### config.mk
export PLATFORM = sky130hd
export DESIGN_NAME = prd_cmd_fifo
export DESIGN_NICKNAME = d
export VERILOG_FILES = /design/src/design/prd_pkg.sv /design/src/design/prd_cmd_fifo.sv
export SDC_FILE = /design/constraint.sdc
export NUM_CORES = 1
export LEC_CHECK = 0
export BUFFER_PORTS_ARGS = -buffer_cell sky130_fd_sc_hd__buf_2
export CAP_MARGIN = 25
export CORE_MARGIN = 2
export CORE_UTILIZATION = 45
export CTS_BUF_LIST = sky130_fd_sc_hd__clkbuf_8
export CTS_CLUSTER_DIAMETER = 50
export CTS_CLUSTER_SIZE = 25
export DETAILED_ROUTE_END_ITERATION = 8
export GPL_ROUTABILITY_DRIVEN = 0
export PLACE_DENSITY_LB_ADDON = 0.25
export SLEW_MARGIN = 20
export SYNTH_ARGS = -nofsm -noshare
export SYNTH_HDL_FRONTEND = slang
export SYNTH_SLANG_ARGS = --single-unit
export TNS_END_PERCENT = 100
### constraint.sdc
create_clock -name clk -period 7.3 [get_ports clk]
set_input_delay 0.73 -clock clk [delete_from_list [all_inputs] [get_ports clk]]
set_output_delay 0.73 -clock clk [all_outputs]
set_load 0.01 [all_outputs]
### src/design/prd_pkg.sv
`default_nettype none

package prd_pkg;

  localparam int DEF_PALETTE_ENTRIES = 256;
  localparam int DEF_CMD_FIFO_DEPTH  = 4;

  localparam int CFG_AW = 2;
  localparam int CFG_DW = 16;

  localparam logic [CFG_AW-1:0] REG_IMAGE_WIDTH = 2'd0;
  localparam logic [CFG_AW-1:0] REG_LINE_PITCH  = 2'd1;
  localparam logic [CFG_AW-1:0] REG_IMAGE_ROWS  = 2'd2;

  localparam logic [CFG_DW-1:0] DIM_RESET = 16'd256;

  localparam logic [1:0] REQ_STREAM  = 2'd0;
  localparam logic [1:0] REQ_PALETTE = 2'd1;
  localparam logic [1:0] REQ_START   = 2'd2;

  localparam logic [7:0] RUN_MARK          = 8'hc0;
  localparam logic [7:0] INDEX_TRANSPARENT = 8'hff;
  localparam logic [7:0] ALPHA_OPAQUE      = 8'hff;
  localparam logic [7:0] ALPHA_CLEAR       = 8'h00;

  typedef enum logic [1:0] {
    CMD_BYTE    = 2'd0,
    CMD_PALETTE = 2'd1,
    CMD_START   = 2'd2
  } cmd_kind_t;

  typedef struct packed {
    logic [1:0] req_type;
    logic [7:0] data_byte;
    logic [7:0] palette_index;
    logic [7:0] palette_red;
    logic [7:0] palette_green;
    logic [7:0] palette_blue;
  } prd_in_t;

  typedef struct packed {
    logic [7:0] red;
    logic [7:0] green;
    logic [7:0] blue;
    logic [7:0] alpha;
    logic       last;
    logic       image_done;
  } prd_out_t;

  typedef struct packed {
    cmd_kind_t  kind;
    logic       run_hdr;
    logic [5:0] run_len;
    logic [7:0] value;
    logic [7:0] pal_index;
    logic [23:0] pal_rgb;
  } prd_cmd_t;

endpackage

`default_nettype wire

### src/design/prd_cmd_fifo.sv
`default_nettype none

module prd_cmd_fifo
  import prd_pkg::*;
#(
  parameter int DEPTH = DEF_CMD_FIFO_DEPTH
) (
  input  wire logic     clk,
  input  wire logic     rst_n,
  input  wire logic     push,
  input  wire prd_cmd_t push_cmd,
  output logic          full,
  input  wire logic     pop,
  output logic          pop_valid,
  output prd_cmd_t      pop_cmd
);

  localparam int AW = $clog2(DEPTH);
  localparam int CW = AW + 1;

  prd_cmd_t        mem_r [DEPTH];
  logic [AW-1:0]   wr_ptr_r, wr_ptr_nxt;
  logic [AW-1:0]   rd_ptr_r, rd_ptr_nxt;
  logic [CW-1:0]   cnt_r, cnt_nxt;
  logic            do_push, do_pop;

  assign full      = (cnt_r == CW'(DEPTH));
  assign pop_valid = (cnt_r != '0);
  assign pop_cmd   = mem_r[rd_ptr_r];
  assign do_push   = push && !full;
  assign do_pop    = pop && pop_valid;

  always_comb begin
    wr_ptr_nxt = wr_ptr_r;
    rd_ptr_nxt = rd_ptr_r;
    cnt_nxt    = cnt_r;
    if (do_push) begin
      wr_ptr_nxt = (wr_ptr_r == AW'(DEPTH - 1)) ? '0 : wr_ptr_r + 1'b1;
    end
    if (do_pop) begin
      rd_ptr_nxt = (rd_ptr_r == AW'(DEPTH - 1)) ? '0 : rd_ptr_r + 1'b1;
    end
    if (do_push && !do_pop) begin
      cnt_nxt = cnt_r + 1'b1;
    end else if (do_pop && !do_push) begin
      cnt_nxt = cnt_r - 1'b1;
    end
  end

  always_ff @(posedge clk) begin
    if (!rst_n) begin
      wr_ptr_r <= '0;
      rd_ptr_r <= '0;
      cnt_r    <= '0;
    end else begin
      wr_ptr_r <= wr_ptr_nxt;
      rd_ptr_r <= rd_ptr_nxt;
      cnt_r    <= cnt_nxt;
    end
  end

  always_ff @(posedge clk) begin
    if (do_push) begin
      mem_r[wr_ptr_r] <= push_cmd;
    end
  end

endmodule

`default_nettype wire

[Word level (Yosys, flattened, before mapping)]
Memories as Yosys holds them, arrays and structs flattened. A register that Yosys moved wholly into a read port is not among the register bits.
Index checks and enable logic that the tools add are counted.
Widths: inputs -> output; s select.
Word-level totals
  word-level logic and storage cells: 28
  memories: 1
  bits of input ports: 53
  output and inout bits: 51
  register bits after elaboration: 7
  RAM bits: 196
Operators by class
  reduce and logical (&&, ||, !) cells: 9
  $add $sub $neg: 4
  multiplexer cells: 8
  eq/ne operators: 3
Memories
  mem_r: words 4, bits a word 49, rd ports 1, clocked after memory_dff 1, write ports 1, line prd_cmd_fifo.sv:21  | prd_cmd_t mem_r [DEPTH];
Operator list (number)
  $mux 2: 4
  $mux 3: 2
  $add 2x1->2 const B: 2
  $eq 2x2->1 const B: 2
  $logic_and 1x1->1: 4
  $add 3x1->3 const B: 1
  $eq 3x3->1 const B: 1
  $logic_not 1->1: 3
  $reduce_bool 3->1: 1
  $sub 3x1->3 const B: 1
  $mux 1: 2
  $reduce_bool 2->1: 1

[Depth between registers and ports, before layout]
  depth in word-level cells: 7
  mapped depth: 9
  mapped depth without buffers: 8

[Worst setup path after synthesis]
Ideal clock, no wire load.
  path kind: input -> register
  start point: input port push
  end point: memory mem_r[0][0] in the netlist's numbering, enable pin
  required time: 6888 ps
  buffers on the path: 1
  library setup time: 412 ps
  setup slack: 4604 ps
  arrival time: 2285 ps
  stages: 3
  cells stage by stage: nor2b_1 > clkbuf_1 > and2_1
On the way
  word-level cells in the longest chain between the ends: 3
Ends and longest elaborated chain
  start: declaration: line prd_cmd_fifo.sv:10  | input wire logic push,
  $logic_and 1x1->1: line prd_cmd_fifo.sv:30  | assign do_push = push && !full;
  net do_push: line prd_cmd_fifo.sv:25  | logic do_push, do_pop;
  $mux 1: line prd_cmd_fifo.sv:63  | if (do_push) begin
  $mux 1 (implied by the code): line prd_cmd_fifo.sv:64  | mem_r[wr_ptr_r] <= push_cmd;
  end: declaration: line prd_cmd_fifo.sv:21
The timed path passes the listed nets, and every way through them passes these cells.

==> run metrics <==
setup repair bufs after CTS=0; Comb power frac=23.0%; min-delay worst type=primary input to flop; CP max stage delay=690 ps; GRT overflow=0; Switch Pwr=0.755 mW; total power=2.85 mW; GR met2 Demand/Resource=24.9%; Switching Fraction=around a quarter; Hold Worst Slack=437 ps; fin cells=651; die area=0.0179 mm2; clk_skew=29.5 ps; worst vdd ir=0.153 mV; antenna-violating nets left=0; setup slack after layout=4300 ps; status=completed; Detailed Route WL=13300 um; first-pass GRT wire length=20800 um; Synth Instances=307; register share of total power=52.6%; synthesized flop and latch total=205; M1 GR Usage=about a fifth; Overall Global Routing Usage=between 15 and 20%; setup TNS=0 ps; max-slew violation count=0; htree depth=1; Port Buffers=103; Root Buffer=clkbuf_8; 1st-iter DRT viols=296; Yosys warning count=0; Reg clk slew, reported paths=110 ps; Avg Cell Area, Syn=24.6 um2; CP max FO=27; Clock Power Share=24.3%; first-pass iteration count of the detailed router=5; Routed WL per cell=20.4 um; area grow syn2layout=15.0%; clk buf depth=3; FF/Latch Area=approximately 0.0061 mm2; row count=47; area of the multi-input gates=between 0.001 and 0.0015 mm2; Final Hold Viols=0; ANT cells=0; Fillers=1335; Max Cap Viol=0; hold_buf cts=0; chip height=between 100 and 150 um; number of CTS-inserted buffers=16; Final setup viols=0; Relative slew margins=49.0%; post-route cell area=0.00870 mm2; Pwr per Cell Area=~330 mW/mm2; starting density of the core=a little under half; synth unique cells=26; Critical Path, Cell by Cell=buf_16 > mux4_1 > buf_2; nets=481; Post-Syn Nets=367; Clock Sinks=205; Fmax=between 300 and 400 MHz; pin count of the biggest net entering global routing=50; Tmin final=3000 ps; Critical Path Start Type=flop; post-route DRC violation count=0; Final Cycle Share=41.1%; io pins=104; RSZ-0062 raised after global routing=no; vias in the first global route=3660; kind of critical path=flop to output port; post-placement worst setup slack=about 4500 ps; CTS tree=built; grt peak-use layer=met2; leak pwr=2.92 nW; Die Span X=134 um; CP arrival=roughly 2300 ps; Least-Margin Pin Slew=765 ps; Pint=2.09 mW; Critical Path Sink Type=output port; core footprint=0.0165 mm2; slowest CP cell=dfxtp_4; met3 Usage GRT=3.96%; initial antenna violation count=3; Final Core Density=between 50% and 60%; placed cells=623; DP HPWL=7990 um; Req. time, crit path=6570 ps; Seq/Total Area, Yosys=80.2%; placed cell area=0.00833 mm2; layout cells sized above 1=43.4%; Vias=3429; Resized Gates After CTS=0; post-synthesis cell area=about 0.0076 mm2; DR vias/cell=5.27; clock insertion delay at the later pin of the skew report=500 ps
-- power groups by stage --
stage	logic [mW]	clock network [mW]	registers (mW)
6_report	0.655	0.693	1.50
5_1_grt	0.712	0.756	1.52
4_1_cts	0.673	0.716	1.50
3_3_place_gp	0.615	0	1.56
3_5_place_dp	0.672	0	1.53
2_1_floorplan	0.475	0	1.49
-- area by class of cell --
type / count / share of cell area (%)
clock buffer: 17 / 2.69
multi-input combinational: 86 / 16.0
clock inverter: 11 / 1.61
sequential: 205 / 69.7
timing repair buffer: 109 / 6.67
inverter: 3 / 0.129
tap: 220 / 3.16
-- layout by cell type, fill, tap and decap left out --
cell	n
mux2i_1	3
a21boi_0	1
and2_1	1
fa_1	1
buf_16	1
clkinv_4	1
or3_1	2
mux4_1	2
nand2_1	6
buf_2	103
dfxtp_2	1
ha_1	6
and2_2	4
o31ai_1	1
mux4_2	47
bufinv_16	3
clkinv_2	1
dfxtp_4	1
inv_6	2
inv_1	5
clkinvlp_4	1
xor2_1	1
nor2_1	2
xnor2_1	1
buf_4	5
nand3_1	2
dfxtp_1	7
edfxtp_1	196
clkinv_1	1
clkbuf_8	17
nor3b_1	1
nor2b_1	2
o21ai_0	3
-- per-layer routing --
layer	part of all wire [%]	wire (um)	vias up
li1	-	-	1510
met1	44	5780	1800
met2	49	6440	93
met3	6.1	809	22
met4	1.5	201	4
met5	0.20	26	-
-- flip-flops by register name, summed over array words and instances, names as in the netlist, named ones only --
register and cells:
mem_r 196, cnt_r 3, rd_ptr_r 2, wr_ptr_r 2
-- worst max-delay path: cells and delay by family, from the launching register on --
kind / cells / cell delay (ps)
muxes: 1 / 610
buffers and inverters: 2 / 440
DFF: 1 / 690
-- cells in the mapped netlist --
cell type / n / area, um2
inv_1: 3 / 11.3
and2_1: 5 / 31.3
clkbuf_1: 2 / 7.51
nor3b_1: 1 / 7.51
nor2b_1: 2 / 12.5
xor2_1: 1 / 8.76
buf_6: 1 / 11.3
or3_1: 2 / 12.5
mux2i_1: 3 / 30.0
o31ai_1: 1 / 7.51
edfxtp_1: 196 / 5890
buf_4: 3 / 22.5
buf_12: 2 / 40.0
buf_1: 3 / 11.3
mux4_1: 2 / 52.6
a21boi_0: 1 / 7.51
fa_1: 1 / 20.0
buf_2: 2 / 10.0
nor2_1: 2 / 7.51
o21ai_0: 3 / 15.0
xnor2_1: 1 / 8.76
ha_1: 6 / 75.1
dfxtp_1: 9 / 180
mux4_2: 47 / 1060
nand2_1: 6 / 22.5
nand3_1: 2 / 10.0
-- path summary, 6_finish.rpt --
check | start | end | slack, ps | depth (start not counted)
worst max-delay path | flop | pop_cmd[48] | 4300 | 3
worst min-delay path | push_cmd[42] | mem_r[1][42]$_DFFE_PP_ | 440 | 1
worst max register to register | cnt_r[0]$_SDFFE_PN0P_ | mem_r[1][20]$_DFFE_PP_ | 4840 | 4
worst min register to register | wr_ptr_r[1]$_SDFFE_PN0P_ | wr_ptr_r[1]$_SDFFE_PN0P_ | 510 | 2
-- logic make-up (layout without fill, tap and decap cells) --
family,after synthesis,after routing,share of synthesized area (%)
adder cells (fa/ha/maj),7,7,1.26
flip-flops,205,205,80.2
multiplexers,52,52,15.1
XOR/XNOR,2,2,0.232
AO/OA/AOI/OAI,5,5,0.397
buffers and inverters,16,140,1.50
AND/OR/NAND/NOR,20,20,1.37
(Power assumes the default switching activity.)
